===== src/hw/rtl/spfc_pkg.sv =====
// Shared types, constants and the CRC-16 byte update for the servo packet framer.
package spfc_pkg;

    // Operation codes carried on the operation input.
    localparam logic OP_WRITE = 1'b0;
    localparam logic OP_READ  = 1'b1;

    // Packet header and instruction codes.
    localparam logic [7:0] HDR_A      = 8'hFF;
    localparam logic [7:0] HDR_B      = 8'hFD;
    localparam logic [7:0] HDR_ZERO   = 8'h00;
    localparam logic [7:0] INST_WRITE = 8'h03;
    localparam logic [7:0] INST_READ  = 8'h02;
    localparam logic [7:0] LEN_ONE    = 8'h06;
    localparam logic [7:0] LEN_TWO    = 8'h07;

    // CRC-16 generator polynomial, MSB first, no reflection.
    localparam logic [15:0] CRC_POLY = 16'h8005;
    localparam logic [15:0] CRC_INIT = 16'h0000;

    // Byte position within the packet.
    localparam int unsigned POS_W = 4;
    typedef logic [POS_W-1:0] spfc_pos_t;

    // Position of the final byte for one and for two parameter bytes.
    localparam spfc_pos_t POS_LAST_ONE = 4'd12;
    localparam spfc_pos_t POS_LAST_TWO = 4'd13;

    // Controller to datapath commands.
    typedef struct packed {
        logic start;   // latch a new request and restart the packet
        logic step;    // load the next packet byte into the output register
    } spfc_cmd_t;

    // Datapath to controller status.
    typedef struct packed {
        logic out_full;  // output register holds a byte not yet taken
        logic at_last;   // current position is the closing CRC byte
    } spfc_status_t;

    // Controller states.
    typedef enum logic [1:0] {
        ST_IDLE = 2'b01,
        ST_SEND = 2'b10
    } spfc_state_t;

    // Fold one byte into the CRC, one bit per step.
    function automatic logic [15:0] crc_byte(input logic [15:0] crc, input logic [7:0] b);
        logic [15:0] c;
        c = crc ^ {b, 8'h00};
        for (int k = 0; k < 8; k++) begin
            if (c[15])
            begin
                c = {c[14:0], 1'b0} ^ CRC_POLY;
            end
            else
            begin
                c = {c[14:0], 1'b0};
            end
        end
        return c;
    endfunction

endpackage


===== src/hw/rtl/spfc_ctrl.sv =====
// Controller state machine that sequences the bytes of one instruction packet.
module spfc_ctrl (
    input  logic                  clk,
    input  logic                  rst_n,
    input  logic                  in_valid,
    output logic                  in_stall,
    input  logic                  out_stall,
    input  spfc_pkg::spfc_status_t status,
    output spfc_pkg::spfc_cmd_t    cmd
);
    import spfc_pkg::*;

    spfc_state_t state_reg;
    spfc_state_t state_next;
    logic        load_ok;
    logic        step_en;
    logic        done;
    logic        accept;

    // A byte may move into the output register when it is empty or being drained.
    assign load_ok = !status.out_full || !out_stall;

    always_comb
    begin
        step_en = 1'b0;
        case (state_reg)
            ST_IDLE: step_en = 1'b0;
            ST_SEND: step_en = load_ok;
            default: step_en = 1'b0;
        endcase
    end

    // The next request is taken in the cycle the closing byte is loaded.
    assign done      = step_en && status.at_last;
    assign in_stall  = !((state_reg == ST_IDLE) || done);
    assign accept    = in_valid && !in_stall;
    assign cmd.start = accept;
    assign cmd.step  = step_en;

    // Next-state logic.
    always_comb
    begin
        state_next = state_reg;
        case (state_reg)
            ST_IDLE:
            begin
                if (accept)
                begin
                    state_next = ST_SEND;
                end
            end
            ST_SEND:
            begin
                if (accept)
                begin
                    state_next = ST_SEND;
                end
                else if (done)
                begin
                    state_next = ST_IDLE;
                end
            end
            default: state_next = ST_IDLE;
        endcase
    end

    always_ff @(posedge clk or negedge rst_n)
    begin
        if (!rst_n)
        begin
            state_reg <= ST_IDLE;
        end
        else
        begin
            state_reg <= state_next;
        end
    end

endmodule


===== src/hw/rtl/spfc_dp.sv =====
// Datapath: request holding registers, byte position, CRC register and output register.
module spfc_dp (
    input  logic                   clk,
    input  logic                   rst_n,
    input  spfc_pkg::spfc_cmd_t    cmd,
    output spfc_pkg::spfc_status_t status,
    input  logic                   operation,
    input  logic [7:0]             target_id,
    input  logic [15:0]            reg_address,
    input  logic [1:0]             param_bytes,
    input  logic [15:0]            param_value,
    output logic [7:0]             frame_byte,
    output logic                   last_byte,
    output logic                   out_valid,
    input  logic                   out_stall
);
    import spfc_pkg::*;

    // Held request fields.
    logic        op_reg;
    logic [7:0]  id_reg;
    logic [15:0] addr_reg;
    logic        two_reg;
    logic [15:0] val_reg;

    // Sequencing and checksum state.
    spfc_pos_t   pos_reg;
    spfc_pos_t   pos_next;
    logic [15:0] crc_reg;
    logic [15:0] crc_next;

    // Output register.
    logic        out_valid_reg;
    logic        out_valid_next;
    logic [7:0]  frame_byte_reg;
    logic        last_byte_reg;

    logic [7:0]  cur_byte;
    spfc_pos_t   pos_last;
    logic        is_data;
    logic        at_last;

    // The closing position depends on the parameter byte count.
    assign pos_last = two_reg ? POS_LAST_TWO : POS_LAST_ONE;
    assign at_last  = (pos_reg == pos_last);
    assign is_data  = (pos_reg < (pos_last - 4'd1));

    // Select the byte at the current position.
    always_comb
    begin
        case (pos_reg)
            4'd0:    cur_byte = HDR_A;
            4'd1:    cur_byte = HDR_A;
            4'd2:    cur_byte = HDR_B;
            4'd3:    cur_byte = HDR_ZERO;
            4'd4:    cur_byte = id_reg;
            4'd5:    cur_byte = two_reg ? LEN_TWO : LEN_ONE;
            4'd6:    cur_byte = HDR_ZERO;
            4'd7:    cur_byte = (op_reg == OP_READ) ? INST_READ : INST_WRITE;
            4'd8:    cur_byte = addr_reg[7:0];
            4'd9:    cur_byte = addr_reg[15:8];
            4'd10:   cur_byte = val_reg[7:0];
            4'd11:   cur_byte = two_reg ? val_reg[15:8] : crc_reg[7:0];
            4'd12:   cur_byte = two_reg ? crc_reg[7:0] : crc_reg[15:8];
            4'd13:   cur_byte = crc_reg[15:8];
            default: cur_byte = HDR_ZERO;
        endcase
    end

    // Position steps per loaded byte, CRC per non-CRC byte; a request restarts both.
    always_comb
    begin
        pos_next = pos_reg;
        crc_next = crc_reg;
        if (cmd.start)
        begin
            pos_next = '0;
            crc_next = CRC_INIT;
        end
        else if (cmd.step)
        begin
            pos_next = pos_reg + 4'd1;
            if (is_data)
            begin
                crc_next = crc_byte(crc_reg, cur_byte);
            end
        end
    end

    // Output register fills on a step and empties when the receiver takes it.
    always_comb
    begin
        out_valid_next = out_valid_reg;
        if (cmd.step)
        begin
            out_valid_next = 1'b1;
        end
        else if (out_valid_reg && !out_stall)
        begin
            out_valid_next = 1'b0;
        end
    end

    always_ff @(posedge clk or negedge rst_n)
    begin
        if (!rst_n)
        begin
            pos_reg       <= '0;
            out_valid_reg <= 1'b0;
        end
        else
        begin
            pos_reg       <= pos_next;
            out_valid_reg <= out_valid_next;
        end
    end

    // Payload registers.
    always_ff @(posedge clk)
    begin
        crc_reg <= crc_next;
        if (cmd.start)
        begin
            op_reg   <= operation;
            id_reg   <= target_id;
            addr_reg <= reg_address;
            two_reg  <= param_bytes[1];
            val_reg  <= param_value;
        end
        if (cmd.step)
        begin
            frame_byte_reg <= cur_byte;
            last_byte_reg  <= at_last;
        end
    end

    assign status.out_full = out_valid_reg;
    assign status.at_last  = at_last;
    assign out_valid       = out_valid_reg;
    assign frame_byte      = frame_byte_reg;
    assign last_byte       = last_byte_reg;

endmodule


===== src/hw/rtl/servo_packet_framer_crc16_core.sv =====
// Top level of the servo instruction packet framer with CRC-16.
//
// Input channel: one servo command per request (operation, target_id,
// reg_address, param_bytes, param_value) on in_valid / in_stall.
// Output channel: the packet, one byte per request, on frame_byte with
// last_byte marking the CRC high byte that closes it; out_valid / out_stall.
// A packet is 13 bytes for one parameter byte and 14 for two; param_bytes
// of 0 counts as one and 3 as two.
// The first byte is loaded into the output register once the controller
// has entered the send state. With no output stall, one byte leaves per
// cycle and a new command is taken in the cycle the closing byte is
// loaded, so a command is accepted once per packet.
// The CRC register folds in each loaded byte ahead of the CRC bytes.
// While the receiver stalls, the output register holds its byte and the
// sequence pauses; in_stall stays high until the closing byte is loaded.
// Reset clears the controller to idle and empties the output register.
module servo_packet_framer_crc16_core (
    input  logic        clk,
    input  logic        rst_n,
    input  logic        in_valid,
    output logic        in_stall,
    input  logic        operation,
    input  logic [7:0]  target_id,
    input  logic [15:0] reg_address,
    input  logic [1:0]  param_bytes,
    input  logic [15:0] param_value,
    output logic        out_valid,
    input  logic        out_stall,
    output logic [7:0]  frame_byte,
    output logic        last_byte
);
    import spfc_pkg::*;

    spfc_cmd_t    cmd;
    spfc_status_t status;

    // Sequencer.
    spfc_ctrl u_ctrl (
        .clk       (clk),
        .rst_n     (rst_n),
        .in_valid  (in_valid),
        .in_stall  (in_stall),
        .out_stall (out_stall),
        .status    (status),
        .cmd       (cmd)
    );

    // Byte selection, checksum and output register.
    spfc_dp u_dp (
        .clk         (clk),
        .rst_n       (rst_n),
        .cmd         (cmd),
        .status      (status),
        .operation   (operation),
        .target_id   (target_id),
        .reg_address (reg_address),
        .param_bytes (param_bytes),
        .param_value (param_value),
        .frame_byte  (frame_byte),
        .last_byte   (last_byte),
        .out_valid   (out_valid),
        .out_stall   (out_stall)
    );

    // A freshly taken request keeps the input side busy.
    assert property (@(posedge clk) disable iff (!rst_n)
        (in_valid && !in_stall) |=> in_stall)
        else $error("input taken again right after a new request");

    // Loading the closing position presents a marked last byte.
    assert property (@(posedge clk) disable iff (!rst_n)
        (cmd.step && status.at_last) |=> (out_valid && last_byte))
        else $error("closing byte not marked as last");

    // Any other loaded byte is not marked as last.
    assert property (@(posedge clk) disable iff (!rst_n)
        (cmd.step && !status.at_last) |=> (out_valid && !last_byte))
        else $error("inner byte marked as last");

endmodule

===== config.mk =====
export PLATFORM = sky130hd
export DESIGN_NAME = servo_packet_framer_crc16_core
export DESIGN_NICKNAME = d
export VERILOG_FILES = /design/src/hw/rtl/spfc_pkg.sv /design/src/hw/rtl/spfc_ctrl.sv /design/src/hw/rtl/spfc_dp.sv /design/src/hw/rtl/servo_packet_framer_crc16_core.sv
export SDC_FILE = /design/constraint.sdc
export NUM_CORES = 1
export LEC_CHECK = 0
export BUFFER_PORTS_ARGS = -buffer_cell sky130_fd_sc_hd__buf_4
export CORE_AREA = 2 2 81 83
export CTS_CLUSTER_DIAMETER = 150
export DETAILED_ROUTE_END_ITERATION = 10
export DIE_AREA = 0 0 83 85
export PLACE_DENSITY = 0.82
export SLEW_MARGIN = 15
export SYNTH_ARGS = -nofsm -noshare
export SYNTH_HDL_FRONTEND = slang
export SYNTH_SLANG_ARGS = --single-unit

===== constraint.sdc =====
create_clock -name clk -period 9.5 [get_ports clk]
set_input_delay 0.475 -clock clk [delete_from_list [all_inputs] [get_ports clk]]
set_output_delay 0.475 -clock clk [all_outputs]
set_load 0.01 [all_outputs]

==> run_summary.xml, run 1 <==
<?xml version="1.0" encoding="UTF-8"?>
<metrics>
  <group name="outcome">
    <metric name="outcome" unit="">finished, final reports clean</metric>
  </group>
  <group name="logic_synthesis">
    <metric name="ys_ff_latch" unit="">74</metric>
    <metric name="synthesized_area_fraction_occupied_by_xor_and_xnor_cells" unit="%">8.13</metric>
    <metric name="netlist_instances" unit="">289</metric>
    <metric name="largest_family_of_logic_cells_by_synthesized_area" unit="">compound AO/OA/AOI/OAI gates</metric>
    <metric name="synth_compound_area_share" unit="%">13.2</metric>
    <metric name="synth_seq_area_share" unit="%">56.1</metric>
    <metric name="ys_async_sr_fraction" unit="%">9.46</metric>
    <metric name="yosys-top-cells-area" unit="">edfxtp_1 42%, dfxtp_1 8.9%, mux2i_1 4.4%</metric>
    <metric name="yosysWarnings" unit="">0</metric>
    <metric name="synth_fp_nets" unit="">345</metric>
    <metric name="postSynth.topFlopCell" unit="">edfxtp_1</metric>
    <metric name="synthMuxAreaShare" unit="%">4.74</metric>
    <metric name="yosys.area_share.simple" unit="%">10.7</metric>
    <metric name="syn_area_per_cell" unit="sq um">12.5</metric>
    <metric name="synth-edff-count" unit="">51</metric>
    <metric name="post_synthesis_share_of_cell_area_spent_on_full_adders_half_adders_and_majority_gates" unit="%">3.12</metric>
    <metric name="count_of_unique_library_cells_instantiated_by_yosys" unit="">57</metric>
    <metric name="synth_top_cell_by_area" unit="">edfxtp_1</metric>
    <metric name="post_synth_instance_area" unit="sq um">3610</metric>
    <metric name="synth.top_cell.area_share" unit="%">42.4</metric>
  </group>
  <group name="clock_tree">
    <metric name="path_clk_slew" unit="ps">80</metric>
    <metric name="post_cts.resized_instances" unit="">0</metric>
    <metric name="h-tree-depth" unit="">3</metric>
    <metric name="cts_tree" unit="">yes</metric>
    <metric name="cts-root-buf" unit="">clkbuf_8</metric>
    <metric name="clk_latency" unit="ps">350</metric>
    <metric name="cts_inserted_buffers" unit="">9</metric>
    <metric name="clock_sinks" unit="">74</metric>
    <metric name="clk_path_buf_depth" unit="">2</metric>
  </group>
  <group name="placement">
    <metric name="place.detailed.instances" unit="">406</metric>
    <metric name="dpl.hpwl" unit="um">4770</metric>
    <metric name="numPortBuffers" unit="">56</metric>
    <metric name="gp_congestion" unit="">0.822</metric>
  </group>
  <group name="global_route">
    <metric name="globalRouteOverflowTotal" unit="">0</metric>
    <metric name="antenna_found_initial" unit="">0</metric>
    <metric name="maximum_number_of_pins_on_one_net_before_global_route_repair" unit="">64</metric>
    <metric name="grt_first_pass_wirelength" unit="um">11800</metric>
    <metric name="grt_use_total" unit="%">21.7</metric>
    <metric name="via_count_of_the_first_global_routing_pass" unit="">2331</metric>
  </group>
  <group name="sta">
    <metric name="timing.final.setup_violations" unit="">0</metric>
    <metric name="rsz0062_at_grt" unit="">no</metric>
    <metric name="fin_setup_tns" unit="ps">0</metric>
    <metric name="hold_viol_final" unit="">0</metric>
    <metric name="whs" unit="ps">298</metric>
    <metric name="fin_worst_skew" unit="ps">6.92</metric>
    <metric name="maxSlewHeadroom" unit="%">29.0</metric>
    <metric name="max_clock_freq" unit="MHz">256</metric>
    <metric name="period_share" unit="%">41.1</metric>
    <metric name="fin_crit" unit="ps">3900</metric>
    <metric name="timing_max_transition_violations_final" unit="">0</metric>
    <metric name="worst_slew_pin_slew" unit="ps">1060</metric>
  </group>
  <group name="power">
    <metric name="cellPowerDensity" unit="nW/um^2">345</metric>
    <metric name="peakVddDrop" unit="mV">0.226</metric>
    <metric name="power.leakage" unit="nW">1.63</metric>
  </group>
  <group name="final_layout">
    <metric name="drive_gt1_share" unit="%">27.7</metric>
    <metric name="multi_input_area" unit="sq um">1460</metric>
    <metric name="final_common_cell" unit="">buf_4</metric>
    <metric name="n_antenna_cell" unit="">0</metric>
    <metric name="final_net_count" unit="">397</metric>
    <metric name="final_cell_mix" unit="">58 x buf_4, 51 x edfxtp_1, 25 x nor2_1, 16 x mux2i_1, 16 x dfxtp_1</metric>
    <metric name="final-seq-area" unit="sq um">2030</metric>
    <metric name="fillCellCount" unit="">402</metric>
    <metric name="areaGrowthSynthToFinish" unit="%">18.4</metric>
    <metric name="fin_cells" unit="">423</metric>
  </group>
  <group name="routing">
    <metric name="drt_pre_antenna_iters" unit="">5</metric>
    <metric name="wl_per_cell" unit="um">17.0</metric>
    <metric name="route.final.wire_length" unit="um">7180</metric>
    <metric name="antenna_violating_nets_post_route" unit="">0</metric>
    <metric name="route.vias.total" unit="">2439</metric>
    <metric name="route.detailed.vias_per_inst" unit="">5.77</metric>
    <metric name="remaining_routing_drc_violations" unit="">0</metric>
    <metric name="drt_iter0_markers" unit="">229</metric>
  </group>
  <group name="setup_path">
    <metric name="setup.worst_path.end_class" unit="">flop</metric>
    <metric name="critical_path_peak_fanout" unit="">22</metric>
    <metric name="critical_path_required" unit="ps">9760</metric>
    <metric name="worstSetupStartpointType" unit="">flop</metric>
    <metric name="critical_path_data_arrival_time" unit="ps">4170</metric>
    <metric name="path_class" unit="">flop to flop</metric>
  </group>
  <group name="hold_path">
    <metric name="hold_path_class" unit="">input pin to flop</metric>
  </group>
  <group name="die">
    <metric name="io-pin-count" unit="">58</metric>
    <metric name="row_count" unit="">29</metric>
    <metric name="floorplan.die_area" unit="sq um">7060</metric>
    <metric name="initial_utilization" unit="%">58.3</metric>
    <metric name="die_x" unit="um">83</metric>
    <metric name="core-area" unit="sq um">6200</metric>
    <metric name="die_height" unit="um">85</metric>
  </group>
  <group name="job">
    <metric name="drv.max_cap_violation_count" unit="">0</metric>
  </group>
</metrics>
==> power by group <==
part / switching [mW] / internal (mW) / total [mW]
combinational: 0.372 / 0.346 / 0.718
clock: 0.116 / 0.147 / 0.263
sequential: 0.0543 / 0.442 / 0.496
==> Yosys cell counts, types with 2 or more instances <==
cell and n:
and4b_1 2, mux2i_1 16, buf_4 7, o22ai_1 5, buf_2 3, nor2_1 26
xor2_1 6, a211oi_1 13, nand3b_1 3, inv_1 9, dfxtp_1 16, xnor2_1 9
ha_1 9, xnor2_2 2, a22oi_1 4, nand2_1 12, dfrtp_1 6, a31o_2 3
edfxtp_1 51, buf_6 2, nand4_1 2, clkbuf_1 6, a31oi_1 3, xor2_2 2
o21ai_0 7, a21oi_1 13, nand2b_1 5, nor2b_1 4, a222oi_1 2, nand3_1 9
a21boi_1 2, a2111o_1 2, or4_4 2, nor3_1 2, xnor3_2 2
==> repair_timing <==
action,CTS,global route
hold endpoints to repair,6,0
setup endpoints to repair,0,0
hold buffers,1,0
buffers inserted,0,0
==> path summary, 6_finish.rpt <==
check,startpoint,endpoint,slack [ps],depth (start not counted)
max,u_dp.pos_reg[0],u_dp.crc_reg[15],5600,11
min,param_value[4],u_dp.val_reg[4],300,1
max reg2reg,u_dp.pos_reg[0],u_dp.crc_reg[15],5600,11
min reg2reg,u_dp.out_valid,u_dp.out_valid,500,1
max in group asynchronous,rst_n,u_ctrl.state_reg[0],8800,2
min in group asynchronous,rst_n,u_dp.pos_reg[0],490,2
==> kinds of logic (layout without fill, tap and decap cells) <==
logic type	after synthesis	after routing
flops	74	74
xor+xnor	23	23
buf+inv	27	84
simple gates	73	73
mux	17	17
compound gates	66	66
fa+ha+maj	9	9
==> critical path, cell delays in order (launching register included) <==
cell and delay [ps]:
dfrtp_1 430, inv_1 110, ha_1 530, nor3_4 360, a211oi_1 100, or4_4 590, xor2_1 280, xnor3_2 350
xnor2_2 260, xnor3_2 420, xnor2_1 150, a211oi_2 230
==> metrics by stage <==
| stage | power, mW | setup slack [ps] | instance area, sq um | utilization, % |
|---|---|---|---|---|
| 2_1_floorplan | 1.07 | 5740 | 3610 | - |
| 3_3_place_gp | 1.18 | 5810 | 4050 | 65.2 |
| 3_5_place_dp | 1.21 | 5710 | 4050 | 65.2 |
| 4_1_cts | 1.48 | 5610 | 4270 | 68.9 |
| 5_1_grt | 1.56 | 5400 | 4280 | 69.0 |
| 6_report | 1.48 | 5600 | 4280 | 69.0 |
==> final cells by class <==
| class | count | share of cell area [%] |
|---|---|---|
| flip-flops and latches | 74 | 47.4 |
| multi-input cells | 188 | 34.1 |
| repair buffers | 59 | 10.4 |
| clock buffers | 9 | 2.89 |
| well taps | 77 | 2.25 |
| clock inverters | 7 | 2.19 |
| inverters | 9 | 0.789 |
==> layer usage <==
metal  GRT usage (%)  wire, um
met1            29.3      3220
met2            34.0      3520
met3            4.67       325
met4            10.3       116
met5               0         0
Power figures use the tool's default switching activity.
==> run 2: changes to the inputs <==
--- a/config.mk
+++ b/config.mk
@@ -6,11 +6,11 @@
 export NUM_CORES = 1
 export LEC_CHECK = 0
 export BUFFER_PORTS_ARGS = -buffer_cell sky130_fd_sc_hd__buf_4
-export CORE_AREA = 2 2 81 83
+export CORE_AREA = 2 2 88 90
 export CTS_CLUSTER_DIAMETER = 150
 export DETAILED_ROUTE_END_ITERATION = 10
-export DIE_AREA = 0 0 83 85
-export PLACE_DENSITY = 0.82
+export DIE_AREA = 0 0 90 92
+export PLACE_DENSITY = 0.74
 export SLEW_MARGIN = 15
 export SYNTH_ARGS = -nofsm -noshare
 export SYNTH_HDL_FRONTEND = slang
==> constraint.sdc (replaced) <==
create_clock -name clk -period 3.2 [get_ports clk]
set_input_delay 0.16 -clock clk [delete_from_list [all_inputs] [get_ports clk]]
set_output_delay 0.16 -clock clk [all_outputs]
set_load 0.01 [all_outputs]
==> run 2 against run 1 <==
Critical endpoint unchanged. Worst hold slack lost 260 ps. Highest routed layer unchanged. Combinational power grew to 3.8 times the previous value. Cell count rose by 23%. Core utilization shrank 1.5 points. Register-to-register slack lost 5600 ps. Cell area rose by 17%.
==> run_summary.xml, run 2 (synthesized netlist as in run 1, its figures left out) <==
<?xml version="1.0" encoding="UTF-8"?>
<metrics>
  <group name="outcome">
    <metric name="outcome" unit="">finished, final reports clean</metric>
  </group>
  <group name="sta">
    <metric name="hold_viol_final" unit="">0</metric>
    <metric name="fin_crit" unit="ps">3190</metric>
    <metric name="fin_setup_tns" unit="ps">0</metric>
    <metric name="timing_max_transition_violations_final" unit="">0</metric>
    <metric name="maxSlewHeadroom" unit="%">69.9</metric>
    <metric name="period_share" unit="%">99.7</metric>
    <metric name="fin_ws" unit="ps">9.31</metric>
    <metric name="fin_worst_skew" unit="ps">7.21</metric>
    <metric name="timing.final.setup_violations" unit="">0</metric>
    <metric name="rsz0062_at_grt" unit="">yes</metric>
    <metric name="max_clock_freq" unit="MHz">313</metric>
    <metric name="worst_slew_pin_slew" unit="ps">451</metric>
  </group>
  <group name="die">
    <metric name="core-area" unit="sq um">7450</metric>
    <metric name="io-pin-count" unit="">58</metric>
    <metric name="initial_utilization" unit="%">48.5</metric>
    <metric name="die_height" unit="um">92</metric>
    <metric name="floorplan.die_area" unit="sq um">8280</metric>
    <metric name="die_x" unit="um">90</metric>
    <metric name="row_count" unit="">32</metric>
  </group>
  <group name="final_layout">
    <metric name="design_area" unit="sq um">5030</metric>
    <metric name="final_common_cell" unit="">buf_4</metric>
    <metric name="areaGrowthSynthToFinish" unit="%">39.1</metric>
    <metric name="drive_gt1_share" unit="%">33.1</metric>
    <metric name="n_antenna_cell" unit="">0</metric>
    <metric name="final_net_count" unit="">471</metric>
    <metric name="fin_cells" unit="">522</metric>
    <metric name="final_cell_mix" unit="">87 x buf_4, 51 x edfxtp_1, 43 x dlygate4sd3_1, 25 x nor2_1, 16 x dfxtp_1</metric>
  </group>
  <group name="setup_path">
    <metric name="cp_slowest_cell" unit="">or4_4</metric>
    <metric name="path_class" unit="">flop to flop</metric>
    <metric name="reg2reg_setup_slack" unit="ps">9</metric>
    <metric name="rr_endpoint" unit="">u_dp.crc_reg[15]</metric>
    <metric name="worst_path_largest_cell_delay" unit="ps">560</metric>
    <metric name="r2r_start" unit="">u_dp.pos_reg[1]</metric>
    <metric name="r2r.worst_path.cells" unit="">11</metric>
    <metric name="worstSetupStartpointType" unit="">flop</metric>
    <metric name="critical_path_data_arrival_time" unit="ps">3450</metric>
    <metric name="critical_path_required" unit="ps">3460</metric>
    <metric name="crit_chain" unit="">buf_6, ha_4, buf_6, a31o_4, or4_4, xor2_4, xnor3_2, xnor2_2, xnor3_2, xnor2_2, a211oi_2</metric>
    <metric name="setup.worst_path.end_class" unit="">flop</metric>
    <metric name="critical_path_peak_fanout" unit="">4</metric>
  </group>
  <group name="placement">
    <metric name="dpl.hpwl" unit="um">5210</metric>
    <metric name="pre_cts_ws" unit="ps">-52.8</metric>
    <metric name="place.detailed.instances" unit="">457</metric>
    <metric name="numPortBuffers" unit="">56</metric>
    <metric name="placement.cell_area" unit="sq um">4280</metric>
    <metric name="gp_congestion" unit="">0.882</metric>
  </group>
  <group name="routing">
    <metric name="wl_per_cell" unit="um">16.1</metric>
    <metric name="drt_pre_antenna_iters" unit="">4</metric>
    <metric name="route.detailed.vias_per_inst" unit="">5.16</metric>
    <metric name="antenna_violating_nets_post_route" unit="">0</metric>
    <metric name="route.vias.total" unit="">2693</metric>
    <metric name="route.final.wire_length" unit="um">8390</metric>
    <metric name="drt_iter0_markers" unit="">178</metric>
    <metric name="remaining_routing_drc_violations" unit="">0</metric>
  </group>
  <group name="global_route">
    <metric name="grt_use_total" unit="%">21.2</metric>
    <metric name="grt_first_pass_wirelength" unit="um">13700</metric>
    <metric name="gr-usage-met1" unit="%">25.3</metric>
    <metric name="antenna_found_initial" unit="">0</metric>
    <metric name="via_count_of_the_first_global_routing_pass" unit="">2831</metric>
    <metric name="globalRouteOverflowTotal" unit="">0</metric>
    <metric name="grt_util_met2" unit="%">37.8</metric>
    <metric name="gr-usage-met3" unit="%">4.52</metric>
    <metric name="maximum_number_of_pins_on_one_net_before_global_route_repair" unit="">64</metric>
    <metric name="busiest_metal_layer_after_global_routing" unit="">met2</metric>
  </group>
  <group name="clock_tree">
    <metric name="clk_path_buf_depth" unit="">2</metric>
    <metric name="h-tree-depth" unit="">3</metric>
    <metric name="cts_tree" unit="">yes</metric>
    <metric name="clk_latency" unit="ps">340</metric>
    <metric name="path_clk_slew" unit="ps">80</metric>
    <metric name="cts_inserted_buffers" unit="">9</metric>
    <metric name="cts-root-buf" unit="">clkbuf_8</metric>
    <metric name="clock_sinks" unit="">74</metric>
  </group>
  <group name="hold_path">
    <metric name="hold_start" unit="">out_stall</metric>
    <metric name="worstHoldEndpoint" unit="">u_dp.out_valid</metric>
    <metric name="hold_depth" unit="">2</metric>
    <metric name="hold_path_class" unit="">input pin to flop</metric>
  </group>
  <group name="job">
    <metric name="drv.max_cap_violation_count" unit="">0</metric>
  </group>
  <group name="power">
    <metric name="cellPowerDensity" unit="nW/um^2">962</metric>
    <metric name="power.leakage" unit="nW">1.96</metric>
    <metric name="peakVddDrop" unit="mV">0.591</metric>
  </group>
</metrics>
## run 2: final cells by class
class / count / area (sq um)
multi-input cells: 188 / 1540
repair buffers: 133 / 1130
clock inverters: 7 / 46.3
inverters: 9 / 33.8
fillers: 546 / 2420
clock buffers: 9 / 124
flip-flops and latches: 74 / 2030
well taps: 102 / 128
## run 2: worst max-delay path by stage
| stage | startpoint | slack, ps | end |
|---|---|---|---|
| 2_1_floorplan | u_dp.pos_reg[0] | 50 | u_dp.crc_reg[15] |
| 3_3_place_gp | u_dp.pos_reg[0] | 9 | u_dp.crc_reg[15] |
| 3_5_place_dp | u_dp.pos_reg[0] | -50 | u_dp.crc_reg[15] |
| 4_1_cts | u_dp.pos_reg[1] | 20 | u_dp.crc_reg[15] |
| 5_1_grt | u_dp.pos_reg[0] | -80 | u_dp.crc_reg[15] |
| 6_report | u_dp.pos_reg[1] | 9 | u_dp.crc_reg[15] |
## run 2: where the power goes
part           switching (mW)  total (mW)  internal (mW)
clock network           0.342       0.620          0.278
logic                    1.23        2.74           1.51
registers               0.161        1.47           1.31
## run 2: what timing repair did
| item | in CTS | in global routing |
|---|---|---|
| hold endpoints to repair | 49 | 0 |
| hold buffers | 43 | 0 |
| endpoints found under the setup margin | 1 | 3 |
| gates resized for setup | 5 | 13 |
| buffers inserted | 0 | 6 |
| pin swaps | 3 | 12 |
## run 2: per-layer routing
metal  vias to the layer above  wire, um
li1                       1329         -
met1                      1276      3490
met2                        74      4410
met3                        14       332
met4                         0       154
met5                         -         0
## run 2: worst max-delay path: cells and delay by family, from the launching register on
family                     cells  cell delay (ps)
xor gates and xnor gates       5             1320
and+or+nand+nor                1              560
DFF                            1              410
AOI/OAI and AO/OA              2              390
buffers and inverters          2              260
adders and majority gates      1              170
## run 2: metrics by stage
stage          util [%]  total power [mW]  hold slack (ps)
6_report           67.5              4.84             38.7
5_1_grt            67.5              5.16             41.4
4_1_cts            66.1              4.55             27.7
3_5_place_dp       57.5              3.86            -19.0
3_3_place_gp       57.5              3.80            -22.4
2_1_floorplan         -              3.17             -136
==> run 3: changes to the inputs <==
--- a/config.mk
+++ b/config.mk
@@ -11,6 +11,7 @@
 export DETAILED_ROUTE_END_ITERATION = 10
 export DIE_AREA = 0 0 90 92
 export PLACE_DENSITY = 0.74
+export REMOVE_ABC_BUFFERS = 1
 export SLEW_MARGIN = 15
 export SYNTH_ARGS = -nofsm -noshare
 export SYNTH_HDL_FRONTEND = slang
==> constraint.sdc (replaced) <==
create_clock -name clk -period 3.2 [get_ports clk]
set_input_delay 0.16 -clock clk [delete_from_list [all_inputs] [get_ports clk]]
set_output_delay 0.16 -clock clk [all_outputs]
set_load 0.05 [all_outputs]
==> run 3 against run 2 <==
Global-route usage down 0.25 points. Combinational power down 4%. Total power up 1.3%. Maximum frequency up 3.2%. Worst hold slack worse by 0.94 ps. Non-clock buffer count up 4. Die area unchanged. Via count up 1.8%. Flip-flop and latch count unchanged. Critical path type unchanged. Critical endpoint unchanged. Largest cell class unchanged.
==> run_summary.xml, run 3 (synthesized netlist as in run 1, its figures left out) <==
<?xml version="1.0" encoding="UTF-8"?>
<metrics>
  <group name="outcome">
    <metric name="outcome" unit="">finished, final reports clean</metric>
  </group>
  <group name="sta">
    <metric name="timing_max_transition_violations_final" unit="">0</metric>
    <metric name="fin_crit" unit="ps">3090</metric>
    <metric name="max_clock_freq" unit="MHz">323</metric>
    <metric name="fin_setup_tns" unit="ps">0</metric>
    <metric name="maxSlewHeadroom" unit="%">69.8</metric>
    <metric name="worst_slew_pin_slew" unit="ps">453</metric>
    <metric name="hold_viol_final" unit="">0</metric>
    <metric name="fin_worst_skew" unit="ps">9.07</metric>
    <metric name="period_share" unit="%">96.6</metric>
    <metric name="fin_ws" unit="ps">108</metric>
    <metric name="rsz0062_at_grt" unit="">yes</metric>
    <metric name="timing.final.setup_violations" unit="">0</metric>
    <metric name="whs" unit="ps">37.8</metric>
  </group>
  <group name="global_route">
    <metric name="grt_first_pass_wirelength" unit="um">13500</metric>
    <metric name="via_count_of_the_first_global_routing_pass" unit="">2809</metric>
    <metric name="antenna_found_initial" unit="">0</metric>
    <metric name="globalRouteOverflowTotal" unit="">0</metric>
    <metric name="maximum_number_of_pins_on_one_net_before_global_route_repair" unit="">38</metric>
    <metric name="grt_use_total" unit="%">21.0</metric>
  </group>
  <group name="die">
    <metric name="initial_utilization" unit="%">48.5</metric>
    <metric name="row_count" unit="">32</metric>
    <metric name="die_x" unit="um">90</metric>
    <metric name="core-area" unit="sq um">7450</metric>
    <metric name="io-pin-count" unit="">58</metric>
    <metric name="die_height" unit="um">92</metric>
    <metric name="floorplan.die_area" unit="sq um">8280</metric>
  </group>
  <group name="power">
    <metric name="peakVddDrop" unit="mV">0.495</metric>
    <metric name="cellPowerDensity" unit="nW/um^2">973</metric>
    <metric name="power.leakage" unit="nW">1.99</metric>
    <metric name="design_power_total" unit="mW">4.90</metric>
  </group>
  <group name="clock_tree">
    <metric name="clock_sinks" unit="">74</metric>
    <metric name="clk_latency" unit="ps">350</metric>
    <metric name="cts_tree" unit="">yes</metric>
    <metric name="path_clk_slew" unit="ps">80</metric>
    <metric name="cts_inserted_buffers" unit="">9</metric>
    <metric name="clk_path_buf_depth" unit="">2</metric>
    <metric name="cts-root-buf" unit="">clkbuf_8</metric>
    <metric name="h-tree-depth" unit="">3</metric>
  </group>
  <group name="routing">
    <metric name="route.final.wire_length" unit="um">8420</metric>
    <metric name="remaining_routing_drc_violations" unit="">0</metric>
    <metric name="drt_iter0_markers" unit="">128</metric>
    <metric name="route.detailed.vias_per_inst" unit="">5.21</metric>
    <metric name="drt_pre_antenna_iters" unit="">4</metric>
    <metric name="antenna_violating_nets_post_route" unit="">0</metric>
    <metric name="route.vias.total" unit="">2742</metric>
    <metric name="wl_per_cell" unit="um">16.0</metric>
  </group>
  <group name="placement">
    <metric name="gp_congestion" unit="">0.838</metric>
    <metric name="place.detailed.instances" unit="">461</metric>
    <metric name="pre_cts_ws" unit="ps">-131</metric>
    <metric name="numPortBuffers" unit="">56</metric>
    <metric name="placement.cell_area" unit="sq um">4310</metric>
    <metric name="dpl.hpwl" unit="um">5370</metric>
  </group>
  <group name="setup_path">
    <metric name="worstSetupStartpointType" unit="">flop</metric>
    <metric name="cp-startpoint" unit="">u_dp.pos_reg[0]</metric>
    <metric name="reg2reg_setup_slack" unit="ps">110</metric>
    <metric name="worst_setup_path_endpoint" unit="">u_dp.crc_reg[15]</metric>
    <metric name="rr_endpoint" unit="">u_dp.crc_reg[15]</metric>
    <metric name="r2r_start" unit="">u_dp.pos_reg[0]</metric>
    <metric name="path_class" unit="">flop to flop</metric>
    <metric name="critical_path_data_arrival_time" unit="ps">3360</metric>
    <metric name="r2r.worst_path.cells" unit="">12</metric>
    <metric name="setup.worst_path.end_class" unit="">flop</metric>
    <metric name="critical_path_peak_fanout" unit="">4</metric>
    <metric name="critical_path_required" unit="ps">3470</metric>
  </group>
  <group name="final_layout">
    <metric name="final_common_cell" unit="">buf_4</metric>
    <metric name="n_antenna_cell" unit="">0</metric>
    <metric name="final_cell_mix" unit="">93 x buf_4, 51 x edfxtp_1, 43 x dlygate4sd3_1, 25 x nor2_1</metric>
    <metric name="fin_cells" unit="">526</metric>
    <metric name="finish.utilization" unit="%">67.6</metric>
    <metric name="drive_gt1_share" unit="%">32.1</metric>
    <metric name="final_net_count" unit="">475</metric>
    <metric name="areaGrowthSynthToFinish" unit="%">39.3</metric>
    <metric name="design_area" unit="sq um">5030</metric>
  </group>
  <group name="job">
    <metric name="drv.max_cap_violation_count" unit="">0</metric>
  </group>
  <group name="hold_path">
    <metric name="hold_path_class" unit="">input pin to flop</metric>
  </group>
</metrics>
[run 3: worst min-delay path by stage]
stage	end	startpoint	cells after the start	slack, ps
3_5_place_dp	u_dp.pos_reg[3]	rst_n	1	-10
4_1_cts	u_dp.out_valid	out_stall	2	40
2_1_floorplan	u_ctrl.state_reg[1]	rst_n	0	-140
3_3_place_gp	u_dp.pos_reg[3]	rst_n	1	-20
6_report	u_dp.out_valid	out_stall	2	40
5_1_grt	u_dp.out_valid	out_stall	2	40
[run 3: where the power goes]
part	total, mW	internal, mW	switching, mW
Combinational	2.64	1.36	1.28
Sequential	1.47	1.31	0.155
Clock	0.792	0.437	0.354
Total	4.90	3.11	1.79
[run 3: timing repair]
action	CTS	global route
pin swaps	1	5
hold endpoints to repair	49	0
buffers inserted	1	5
gates resized for setup	2	4
hold buffers	43	0
setup endpoints to repair	2	3
[run 3: per-layer routing]
metal	global-route usage, %	vias up	part of all wire (%)
li1	-	1333	-
met5	0	-	0
met2	37.3	93	52
met4	9.10	0	2.4
met3	4.11	18	4.7
met1	24.8	1298	41
[run 3: layout make-up]
class	instances	area [sq um]
Sequential cell	74	2030
Inverter	9	33.8
Fill cell	535	2410
Multi-Input combinational cell	188	1480
Clock buffer	9	124
Timing Repair Buffer	137	1150
Tap cell	102	128
Clock inverter	7	92.6
[run 3: critical path, cell delays in order, from the launching register on]
cell,delay [ps]
dfrtp_1,430
buf_4,150
ha_1,210
nand3b_1,200
o22ai_1,130
a31o_2,230
a2111o_1,440
xor2_1,160
buf_4,150
xnor2_2,140
xnor3_2,390
xnor2_1,150
a211oi_2,220
